[src/multi_key_record_sorter_core_assert.svh]
// assertion macros shared by the sorter rtl
`ifndef MULTI_KEY_RECORD_SORTER_CORE_ASSERT_SVH
`define MULTI_KEY_RECORD_SORTER_CORE_ASSERT_SVH

// condition must hold at every edge outside reset
`define MKRS_ASSERT_ALWAYS(lbl, cond, msg) \
  lbl: assert property (@(posedge clk) disable iff (rst) (cond)) else $error(msg);

// consequent must hold in the cycle after the antecedent
`define MKRS_ASSERT_NEXT(lbl, ante, cons, msg) \
  lbl: assert property (@(posedge clk) disable iff (rst) (ante) |=> (cons)) else $error(msg);

// consequent must hold in the same cycle as the antecedent
`define MKRS_ASSERT_SAME(lbl, ante, cons, msg) \
  lbl: assert property (@(posedge clk) disable iff (rst) (ante) |-> (cons)) else $error(msg);

`endif

[src/mkrs_pkg.sv]
// types, constants and the record ordering function of the record sorter
package mkrs_pkg;

  localparam int MAX_RECORDS = 1024;
  localparam int COUNT_W     = $clog2(MAX_RECORDS + 1);

  localparam logic MODE_LOAD = 1'b0;
  localparam logic MODE_READ = 1'b1;

  localparam logic [1:0] ST_LOADED   = 2'd0;
  localparam logic [1:0] ST_FULL     = 2'd1;
  localparam logic [1:0] ST_RETURNED = 2'd2;
  localparam logic [1:0] ST_EMPTY    = 2'd3;

  typedef struct packed {
    logic [63:0] head;
    logic [15:0] tail;
    logic [6:0]  kor;
    logic [6:0]  eng;
    logic [6:0]  mth;
  } record_t;

  typedef struct packed {
    logic load;
    logic read;
  } cell_ctl_t;

  // true when record a sorts strictly ahead of record b
  function automatic logic goes_before(input record_t a, input record_t b);
    logic res;
    if (a.kor != b.kor) begin
      res = a.kor > b.kor;
    end else if (a.eng != b.eng) begin
      res = a.eng < b.eng;
    end else if (a.mth != b.mth) begin
      res = a.mth > b.mth;
    end else if (a.head != b.head) begin
      res = a.head < b.head;
    end else begin
      res = a.tail < b.tail;
    end
    return res;
  endfunction

endpackage

[src/mkrs_cell.sv]
// one slot of the sorted insertion chain
module mkrs_cell (
  input  logic              clk,
  input  mkrs_pkg::cell_ctl_t ctl,
  input  logic              occupied,
  input  mkrs_pkg::record_t new_rec,
  input  mkrs_pkg::record_t prev_rec,
  input  logic              prev_ins,
  input  mkrs_pkg::record_t next_rec,
  output mkrs_pkg::record_t rec,
  output logic              ins
);

  // at or past the insertion point: new record sorts ahead, or slot is free
  assign ins = !occupied || mkrs_pkg::goes_before(new_rec, rec);

  always_ff @(posedge clk) begin
    if (ctl.load) begin
      if (ins && !prev_ins) begin
        rec <= new_rec;
      end else if (ins) begin
        rec <= prev_rec;
      end
    end else if (ctl.read) begin
      rec <= next_rec;
    end
  end

endmodule

[config.mk]
export PLATFORM = sky130hd
export DESIGN_NAME = mkrs_cell
export DESIGN_NICKNAME = d
export VERILOG_FILES = /design/src/multi_key_record_sorter_core_assert.svh /design/src/mkrs_pkg.sv /design/src/mkrs_cell.sv
export SDC_FILE = /design/constraint.sdc
export NUM_CORES = 1
export LEC_CHECK = 0
export ABC_AREA = 1
export BUFFER_PORTS_ARGS = -buffer_cell sky130_fd_sc_hd__buf_4
export CORE_AREA = 4 4 157 159
export CTS_CLUSTER_SIZE = 12
export DETAILED_ROUTE_END_ITERATION = 12
export DIE_AREA = 0 0 161 163
export PLACE_DENSITY = 0.76
export REMOVE_ABC_BUFFERS = 1
export SYNTH_ARGS = -nofsm -noshare
export SYNTH_HDL_FRONTEND = slang
export SYNTH_SLANG_ARGS = --single-unit
[constraint.sdc]
create_clock -name clk -period 15.6 [get_ports clk]
set_input_delay 1.56 -clock clk [delete_from_list [all_inputs] [get_ports clk]]
set_output_delay 1.56 -clock clk [all_outputs]
set_load 0.03 [all_outputs]
==> summary.txt, run 1 <==
Status
  • Status: completed

Timing
  • Fin. max-slew vios: 0
  • Min Tclk post-route: 6250 ps
  • Fmax: 160 MHz
  • Slew HR: 42.8%
  • Fin crit share: 40.1%
  • Final Hold Vio Count: 0
  • Setup-failing EPs final: 0
  • Clock Skews: 17.2 ps
  • RSZ-0062 raised after global routing: false
  • Worst slew pin tran: 859 ps
  • Sum Neg Setup Slack: 0 ps

Floorplanning
  • Initial Utilization: 38.3%
  • Die area: 26,200 sq um
  • IO Pins: 410
  • FP Rows: 56
  • Die width: roughly 160 microns
  • Core Region: around 23,000 sq um
  • Die H: 163 microns

Setup path
  • Data required, critical path: between 10,000 and 15,000 ps
  • CP Launch Type: primary input
  • Critical Path Most Common Cell: nand2_1
  • Crit path max-delay cell type: buf_4
  • Crit. End Element: output pin
  • Max incr delay on CP: around 600 ps
  • Kind of critical path: primary input to output pin
  • Worst-path cell chain: buf_4, ha_1, nand2_1, nor2_1, nand2_1, inv_1, nand2_1, nor2_2, nand3_1, nor2_1, nor2_1, nand2_1, nand2_1, nand2_1, nand2_1, nand2_4, buf_4, buf_4
  • R2R Setup Slk: 10,890 ps
  • Arr. time, crit path: around 4700 ps
  • CP max FO: 56
  • Worst R2R End: rec[93]$_DFFE_PP_
  • Worst r2r src: rec[68]$_DFFE_PP_
  • Worst R2R Path Depth: 23

Clock tree
  • CTS root buffer: clkbuf_16
  • Clock Path Buffers: 2
  • Reg clk slew, reported paths: 80 ps
  • CTS tree: built
  • Cts repair resizes: 0
  • H-tree levels: 3
  • Cts bufs inserted: 9
  • Clk sinks: 101
  • Post-CTS Setup Inserts: 0
  • CTS Hold Bufs: 0
  • Worst-skew pair later-pin latency: 350 ps

Pwr
  • VDD IR max: roughly 56 uV
  • Static leakage power: ~0.0073 uW
  • Flop pwr share: 35.8%
  • Sw Pwr: approximately 370 uW
  • Total power: 1020 uW
  • PwrDens: roughly 82 nW/um^2
  • Internal Power: 647 uW
  • Clock Power Share: 24.2%
  • Switching Fraction: a little over a third
  • Logic gate share of total power: 40.0%

Final layout
  • Post-layout net count: approximately 2,100
  • Max FFs per register: 101
  • Top flop regs: rec x101
  • ANT cells: 0
  • Non-filler cells in the finished layout: roughly 2,000
  • Fraction of layout cells with a size suffix above 1: 26.1%
  • Final design utilization: 53.5%
  • Biggest register: rec
  • Area growth syn-to-layout: 39.6%

Synth
  • FFs w/ async S/R, synth: 0%
  • Syn Area/Cell: between 6 and 7 sq um
  • Largest area contributor in the netlist: edfxtp_1
  • Most common cell in the netlist: nand2_1
  • Synth Register Bits: 101
  • Primary FF master, synth: edfxtp_1
  • Seq/Total Area, Yosys: between 30% and 40%
  • Mapped Area: 8920 sq um
  • Top-area cell type share of the netlist area: about a third
  • Cells after synthesis: 1,299
  • Post-synth top cells: 396 x nand2_1, 321 x inv_1, 211 x nand3_1
  • Post-synth EDFFs: around 100
  • Netlist cell types: 22
  • Syn. warnings: 0
  • Main area contributors after synthesis: edfxtp_1 34%, nand2_1 17%, ha_1 14%, inv_1 14%, nand3_1 12%

Routing
  • DR vias: 9,507
  • Vias/cell: 4.77
  • Wire per inst: 15.6 microns
  • DRT antenna net count: 0
  • First-pass iteration count of the detailed router: 6
  • Post-route DRC violation count: 0
  • Initial DRC count: around 750
  • Total Routed Length: 31,000 microns

Place
  • GPL Wtd Cong: 0.911
  • Post-DP HPWL: 24,200 microns
  • Buffers on Ports: 409
  • Cells after DPL: 1,978

Worst hold path
  • Worst hold endpoint: rec[39]$_DFFE_PP_
  • Hold path cells: 3
  • Hold Path Class: primary input to flop
  • Min-delay src: next_rec[39]

Global route
  • First-pass GRT wire length: 47,700 microns
  • GR Util All Layers: 22.5%
  • Grt total ovfl: 0
  • Initial antenna violation count: 0
  • Vias in the first global route: 9,328
  • Largest net degree at the start of global routing: between 60 and 70

Flow run
  • MaxCap Viol Count: 0
kinds of logic after synthesis:
kind of cell | share of synthesized area [%]
adder cells (fa/ha/maj) | 14.0
buffers and inverters | 17.2
AND/OR/NAND/NOR | 30.5
AO/OA/AOI/OAI | 4.31
flip-flops | 34.0
metrics by stage:
| step | cell area [sq um] | hold slack, ps | setup slack [ps] |
|---|---|---|---|
| final | 12500 | 1480 | 9350 |
| after global routing | 12500 | 1470 | 9110 |
| after CTS | 12500 | 1460 | 9360 |
| after detailed placement | 12200 | 1650 | 9370 |
| after global placement | 12200 | 1630 | 9420 |
| after floorplan | 8600 | 1750 | 6940 |
power groups by stage:
stage          clock network (uW)  logic [uW]  registers (uW)
5_1_grt                       261         450             369
2_1_floorplan                   0         162             439
3_5_place_dp                    0         408             370
3_3_place_gp                    0         400             369
6_report                      246         406             364
4_1_cts                       251         410             364
how the worst max path moves through the flow:
stage                      from               end  slack [ps]  cells after the start
finish              new_rec[68]               ins        9350                     18
global route        new_rec[68]               ins        9110                     18
CTS                 new_rec[68]               ins        9360                     18
detailed placement  new_rec[68]               ins        9370                     18
global placement    new_rec[68]               ins        9420                     18
floorplan           new_rec[16]  rec[0]$_DFFE_PP_        6940                     10
cells in the final DEF (no fill, tap or decap), types with 5 or more instances in the layout:
master	count
inv_1	319
nand3_1	211
a21oi_1	47
o21ai_0	15
o21a_1	5
nor2_1	30
nand2_1	395
edfxtp_1	101
clkbuf_16	9
ha_1	100
buf_4	416
nand4_1	6
routing by layer:
metal	track usage (%)	share of wire, %
met4	7.17	3.1
met2	39.2	49
met1	28.1	41
met5	0	0
met3	4.56	7.3
layout make-up:
type / instances / area [sq um]
repair buffers: 416 / 3120
inverters: 322 / 1210
clock inverters: 4 / 75.1
well taps: 319 / 399
multi-input cells: 820 / 4380
clock buffers: 10 / 229
fillers: 2259 / 10800
flip-flops and latches: 101 / 3030
critical path: cells and delay by family:
| kind | cells | cell delay [ps] |
|---|---|---|
| and+or+nand+nor | 13 | 1690 |
| buffers and inverters | 4 | 1090 |
| adders and majority gates | 1 | 290 |
(Power assumes the default switching activity.)
==> run 2, diff against run 1 <==
Settings changed: PLACE_DENSITY 0.76 to 0.78.
Clock period 15.6 ns to 5.3 ns, I/O delays scaled along.
==> summary.txt, run 2 (synthesis results as in run 1) <==
Status
  • Status: completed (unchanged)

Final layout
  • Fraction of layout cells with a size suffix above 1: 26.1% (about the same)
  • Top flop regs: rec x101 (unchanged)
  • Area growth syn-to-layout: 39.9% (was 39.6%)
  • Final design utilization: 53.7% (was 53.5%)
  • ANT cells: 0 (unchanged)
  • Biggest register: rec (unchanged)
  • Most frequent cells in the layout: 417 x buf_4, 395 x nand2_1, 319 x inv_1 (was 416 x buf_4, 395 x nand2_1, 319 x inv_1)
  • Post-Layout Inst Area: 12,500 sq um (about the same)
  • Max FFs per register: 101 (unchanged)
  • Most common cell after layout, fill and taps aside: buf_4 (unchanged)
  • Post-layout net count: 2,080 (was 2,078)

Pwr
  • Clock Power Share: 24.3% (was 24.2%)
  • Static leakage power: 0.00734 uW (was 0.00733 uW)
  • Flop pwr share: 35.7% (was 35.8%)
  • Internal Power: 1910 uW (was 647 uW)
  • Switching Fraction: 36.6% (was 36.3%)
  • PwrDens: 241 nW/um^2 (was 81.6 nW/um^2)
  • VDD IR max: 157 uV (was 56.3 uV)
  • Sw Pwr: 1100 uW (was 369 uW)
  • Logic gate share of total power: 40.0% (about the same)

Setup path
  • Arr. time, crit path: 3170 ps (was 4690 ps)
  • CP Buf/Inv Count: 4 (unchanged)
  • Worst R2R Path Depth: 22 (was 23)
  • Crit. End Element: output pin (unchanged)
  • Crit. Startpoint: rec[48]$_DFFE_PP_ (was new_rec[68])
  • CP max FO: 49 (was 56)
  • Worst r2r src: rec[48]$_DFFE_PP_ (was rec[68]$_DFFE_PP_)
  • CP top delay family: simple AND/OR/NAND/NOR gates (unchanged)
  • Worst R2R End: rec[59]$_DFFE_PP_ (was rec[93]$_DFFE_PP_)
  • Kind of critical path: flop to output pin (was primary input to output pin)
  • CP Launch Type: flop (was primary input)
  • Worst-path cell chain: inv_1, ha_1, nand2_1, nor2_1, nand2_1, nor2_1, inv_1, nor2_2, nand3_1, nor2_1, nor2_1, nand2_1, nand2_1, nand2_1, nand2_1, nand2_4, buf_4, buf_4 (was buf_4, ha_1, nand2_1, nor2_1, nand2_1, inv_1, nand2_1, nor2_2, nand3_1, nor2_1, nor2_1, nand2_1, nand2_1, nand2_1, nand2_1, nand2_4, buf_4, buf_4)
  • R2R Setup Slk: 1840 ps (was 10,890 ps)
  • Critical Path Most Common Cell: nand2_1 (unchanged)
  • Data required, critical path: 4770 ps (was 14,040 ps)
  • Max incr delay on CP: 480 ps (was 600 ps)
  • Crit path max-delay cell type: buf_4 (unchanged)

Routing
  • First-pass iteration count of the detailed router: 8 (was 6)
  • Vias/cell: 4.85 (was 4.77)
  • Initial DRC count: 772 (was 747)
  • DR vias: 9,665 (was 9,507)
  • Total Routed Length: 31,800 microns (was 31,000 microns)
  • Post-route DRC violation count: 0 (unchanged)
  • DRT antenna net count: 0 (unchanged)
  • Wire per inst: 15.9 microns (was 15.6 microns)

Floorplanning
  • Die width: 161 microns (unchanged)
  • Die area: 26,200 sq um (unchanged)
  • IO Pins: 410 (unchanged)
  • FP Rows: 56 (unchanged)
  • Initial Utilization: 38.3% (unchanged)
  • Die H: 163 microns (unchanged)
  • Core Region: 23,300 sq um (unchanged)

Flow run
  • MaxCap Viol Count: 0 (unchanged)

Worst hold path
  • Hold path cells: 3 (unchanged)
  • Hold Path Class: primary input to flop (unchanged)
  • Min-delay src: next_rec[65] (was next_rec[39])
  • Worst hold endpoint: rec[65]$_DFFE_PP_ (was rec[39]$_DFFE_PP_)

Timing
  • RSZ-0062 raised after global routing: false (unchanged)
  • Slew HR: 42.3% (was 42.8%)
  • Setup-failing EPs final: 0 (unchanged)
  • Final Hold Vio Count: 0 (unchanged)
  • Fin. max-slew vios: 0 (unchanged)
  • Clock Skews: 16.5 ps (was 17.2 ps)
  • Fin crit share: 69.8%
  • Worst slew pin tran: 866 ps (was 859 ps)
  • Hold slack: 438 ps (was 1480 ps)
  • Fmax: 270 MHz
  • Min Tclk post-route: 3700 ps

Clock tree
  • Cts bufs inserted: 9 (unchanged)
  • CTS Hold Bufs: 0 (unchanged)
  • Worst-skew pair later-pin latency: 360 ps (was 350 ps)
  • H-tree levels: 3 (unchanged)
  • Clk sinks: 101 (unchanged)
  • Clock Path Buffers: 2 (unchanged)
  • CTS tree: built (unchanged)
  • CTS root buffer: clkbuf_16 (unchanged)
  • Post-CTS Setup Inserts: 0 (unchanged)
  • Cts repair resizes: 0 (unchanged)
  • Reg clk slew, reported paths: 80 ps (about the same)

Global route
  • GR Util All Layers: 23.1% (was 22.5%)
  • First-pass GRT wire length: 48,700 microns (was 47,700 microns)
  • Largest net degree at the start of global routing: 102 (was 63)
  • Initial antenna violation count: 0 (unchanged)
  • Vias in the first global route: 9,513 (was 9,328)
  • Grt total ovfl: 0 (unchanged)

Place
  • GPL Wtd Cong: 0.916 (was 0.911)
  • Post-DP HPWL: 24,600 microns (was 24,200 microns)
  • Area post-placement: 12,200 sq um (about the same)
  • Buffers on Ports: 409 (unchanged)
==> run 2: cell count changes in the layout (fill, tap and decap cells not counted), sizes merged <==
cell    previous run  this run
clkinv             2         1
buf              416       418
inv              320       321
==> run 2: how the worst max path moves through the flow <==
stage                             end  cells past startpoint
finish                            ins                     18
global route                      ins                     18
CTS                               ins                     16
detailed placement  rec[61]$_DFFE_PP_                     20
global placement    rec[51]$_DFFE_PP_                     20
floorplan            rec[0]$_DFFE_PP_                     11
==> run 2: cell type report <==
type / count / area [sq um]
inverter: 322 / 1210
clock buffer: 10 / 229
sequential: 101 / 3030
clock inverter: 4 / 75.1
fill: 2278 / 10800
timing repair buffer: 418 / 3150
multi-input combinational: 820 / 4380
tap: 319 / 399
==> run 2: tightest hold or removal path, cell delays in order <==
cell and delay [ps]:
buf_4 80, nand2_1 40, nand2_1 50
==> run 2: routing by layer <==
metal  part of all wire (%)  GRT usage (%)  vias up  wire length, microns
met2                     50           40.7      453                 15900
li1                       -              -     4784                     -
met1                     39           28.3     4364                 12500
met3                    7.7           4.30       64                  2450
met5                      0              0        -                     0
met4                    3.2           8.07        0                  1030
==> run 2: metrics by stage <==
stage | TNS [ps] | total power (uW) | cells | setup WS (ps)
global route | 0 | 3190 | 1994 | 1290
finish | 0 | 3010 | 1994 | 1600
detailed placement | 0 | 2300 | 1980 | 1490
global placement | 0 | 2270 | 1980 | 1570
CTS | 0 | 3030 | 1994 | 1520
floorplan | -241230 | 1770 | 1243 | -2390
==> run 2: power groups by stage <==
stage / clock network (uW) / registers, uW / logic, uW
after global routing: 772 / 1090 / 1330
after CTS: 744 / 1080 / 1210
after global placement: 0 / 1090 / 1180
after floorplan: 0 / 1290 / 478
final: 732 / 1080 / 1200
after detailed placement: 0 / 1090 / 1210
==> run 3, diff against run 2 <==
Settings changed: PLACE_DENSITY 0.78 to 0.76.
Clock period 5.3 ns to 3.9 ns, I/O delays scaled along.
==> summary.txt, run 3 (synthesis results as in run 1) <==
Global route
  • First-pass GRT wire length: 48,700 microns (about the same)
  • Vias in the first global route: 9,446 (was 9,513)
  • Initial antenna violation count: 0 (unchanged)
  • Grt total ovfl: 0 (unchanged)
  • GR Util All Layers: 23.1% (about the same)
  • Largest net degree at the start of global routing: 66 (was 102)

Clock tree
  • Clock Path Buffers: 2 (unchanged)
  • Worst-skew pair later-pin latency: 350 ps (was 360 ps)
  • Clk sinks: 101 (unchanged)
  • CTS root buffer: clkbuf_16 (unchanged)
  • CTS Hold Bufs: 0 (unchanged)
  • Cts repair resizes: 0 (unchanged)
  • Reg clk slew, reported paths: 80 ps (about the same)
  • Post-CTS Setup Inserts: 0 (unchanged)
  • Cts bufs inserted: 9 (unchanged)
  • CTS tree: built (unchanged)
  • H-tree levels: 3 (unchanged)

Final layout
  • ANT cells: 0 (unchanged)
  • Non-filler cells in the finished layout: 1,999 (was 1,994)
  • Area growth syn-to-layout: 41.0% (was 39.9%)
  • Most common cell after layout, fill and taps aside: buf_4 (unchanged)
  • Filler cells: 2,232 (was 2,278)
  • Most frequent cells in the layout: 417 x buf_4, 395 x nand2_1, 319 x inv_1 (unchanged)
  • Top flop regs: rec x101 (unchanged)
  • Max FFs per register: 101 (unchanged)
  • Multi-input logic area: 4380 sq um (unchanged)
  • Biggest register: rec (unchanged)
  • Post-layout net count: 2,083 (was 2,080)
  • Sequential cell area: 3030 sq um (unchanged)
  • Fraction of layout cells with a size suffix above 1: 26.4% (was 26.1%)

Setup path
  • Crit. End Element: output pin (unchanged)
  • Worst R2R Path Depth: 22 (unchanged)
  • R2R Setup Slk: 720 ps (was 1840 ps)
  • Max incr delay on CP: 380 ps (was 480 ps)
  • CP Buf/Inv Count: 4 (unchanged)
  • Worst r2r src: rec[68]$_DFFE_PP_ (was rec[48]$_DFFE_PP_)
  • Data required, critical path: 3510 ps (was 4770 ps)
  • Crit path max-delay cell type: edfxtp_1 (was buf_4)
  • CP max FO: 58 (was 49)
  • Arr. time, crit path: 3010 ps (was 3170 ps)
  • Critical Path Most Common Cell: nand2_1 (unchanged)
  • Stages on the worst setup path: 18 (unchanged)
  • CP Launch Type: flop (unchanged)
  • CP top delay family: simple AND/OR/NAND/NOR gates (unchanged)
  • Worst-path cell chain: inv_1, ha_1, nand2_1, nor2_1, nand2_1, inv_1, nand2_1, nor2_2, nand3_1, nor2_1, nor2_1, nand2_1, nand2_1, nand2_1, nand2_1, nand2_4, buf_12, buf_4 (was inv_1, ha_1, nand2_1, nor2_1, nand2_1, nor2_1, inv_1, nor2_2, nand3_1, nor2_1, nor2_1, nand2_1, nand2_1, nand2_1, nand2_1, nand2_4, buf_4, buf_4)
  • Kind of critical path: flop to output pin (unchanged)
  • Worst R2R End: rec[65]$_DFFE_PP_ (was rec[59]$_DFFE_PP_)

Floorplanning
  • Core Region: 23,300 sq um (unchanged)
  • Initial Utilization: 38.3% (unchanged)
  • Die H: 163 microns (unchanged)
  • Die width: 161 microns (unchanged)
  • Die area: 26,200 sq um (unchanged)
  • FP Rows: 56 (unchanged)
  • IO Pins: 410 (unchanged)

Worst hold path
  • Hold path cells: 3 (unchanged)
  • Worst hold endpoint: rec[4]$_DFFE_PP_ (was rec[65]$_DFFE_PP_)
  • Hold Path Class: primary input to flop (unchanged)
  • Min-delay src: next_rec[4] (was next_rec[65])

Routing
  • Total Routed Length: 31,600 microns (was 31,800 microns)
  • First-pass iteration count of the detailed router: 5 (was 8)
  • DR vias: 9,636 (was 9,665)
  • Max layer used: met4 (unchanged)
  • Wire per inst: 15.8 microns (was 15.9 microns)
  • Initial DRC count: 810 (was 772)
  • Post-route DRC violation count: 0 (unchanged)
  • Met3 routed WL: 2370 microns (was 2450 microns)
  • Met2 routed WL: 15,600 microns (was 15,900 microns)
  • Vias/cell: 4.82 (was 4.85)
  • DRT antenna net count: 0 (unchanged)
  • Wire length on met1: 12,600 microns (was 12,500 microns)

Timing
  • Setup-failing EPs final: 0 (unchanged)
  • Min Tclk post-route: 3400 ps
  • Fin crit share: 87.1%
  • Clock Skews: 13.3 ps (was 16.5 ps)
  • Slew HR: 41.3% (was 42.3%)
  • Final Worst Setup Slack: 502 ps (was 1600 ps)
  • Final Hold Vio Count: 0 (unchanged)
  • Fin. max-slew vios: 0 (unchanged)
  • RSZ-0062 raised after global routing: false (unchanged)
  • Fmax: 294 MHz
  • Worst slew pin tran: 881 ps (was 866 ps)

Pwr
  • Internal Power: 2680 uW (was 1910 uW)
  • Flop pwr share: 34.9% (was 35.7%)
  • Clock Power Share: 25.6% (was 24.3%)
  • VDD IR max: 212 uV (was 157 uV)
  • Logic gate share of total power: 39.4% (was 40.0%)
  • PwrDens: 332 nW/um^2 (was 241 nW/um^2)
  • Sw Pwr: 1500 uW (was 1100 uW)
  • Switching Fraction: 35.9% (was 36.6%)
  • Static leakage power: 0.00739 uW (was 0.00734 uW)

Place
  • Post-DP HPWL: 24,600 microns (about the same)
  • Cells after DPL: 1,983 (was 1,980)
  • DP Worst Slack: 593 ps (was 1490 ps)
  • GPL Wtd Cong: 0.894 (was 0.916)
  • Buffers on Ports: 409 (unchanged)

Status
  • Status: completed (unchanged)

Flow run
  • MaxCap Viol Count: 0 (unchanged)
[run 3: cell count changes in the layout (fill, tap and decap cells not counted)]
cell	before	now
buf_12	1	4
bufinv_16	2	3
clkinv_2	1	3
clkinv_4	0	1
clkinvlp_4	2	1
inv_4	1	0
[run 3: worst max-delay path by stage]
stage,from,end,slack [ps]
2_1_floorplan,rec[16]$_DFFE_PP_,rec[0]$_DFFE_PP_,-3790
3_3_place_gp,new_rec[68],rec[67]$_DFFE_PP_,660
3_5_place_dp,new_rec[68],rec[65]$_DFFE_PP_,590
4_1_cts,rec[97]$_DFFE_PP_,ins,480
5_1_grt,rec[97]$_DFFE_PP_,ins,270
6_report,rec[68]$_DFFE_PP_,ins,500
[run 3: area by class of cell]
type                            instances  area share [%]
Tap cell                              319            3.17
Clock buffer                           10            1.82
Multi-Input combinational cell        820            34.9
Inverter                              322            9.63
Clock inverter                          6           0.885
Timing Repair Buffer                  421            25.5
Sequential cell                       101            24.1
[run 3: routing by layer]
metal  track usage (%)  vias to the layer above
met3              3.49                       69
li1                  -                     4785
met1              29.1                     4334
met2              40.1                      448
met5                 0                        -
met4              8.69                        0
[run 3: stage by stage]
step           cell area [sq um]  TNS, ps  util, %  total power [uW]  hold WS (ps)
2_1_floorplan               8600  -492110        -              2400           576
3_3_place_gp               12200        0     52.6              3100           661
3_5_place_dp               12200        0     52.6              3140           664
4_1_cts                    12600        0     54.1              4210           288
5_1_grt                    12600        0     54.1              4430           296
6_report                   12600        0     54.1              4180           308
[run 3: tightest hold or removal path, stage by stage]
cell and delay, ps:
buf_4 80, nand2_1 40, nand2_1 50
[run 3: power by group through the flow]
stage	Clock [uW]	Combinational, uW	Sequential [uW]
finish	1070	1650	1460
CTS	1090	1660	1460
floorplan	0	649	1750
global route	1130	1830	1470
detailed placement	0	1650	1480
global placement	0	1620	1480
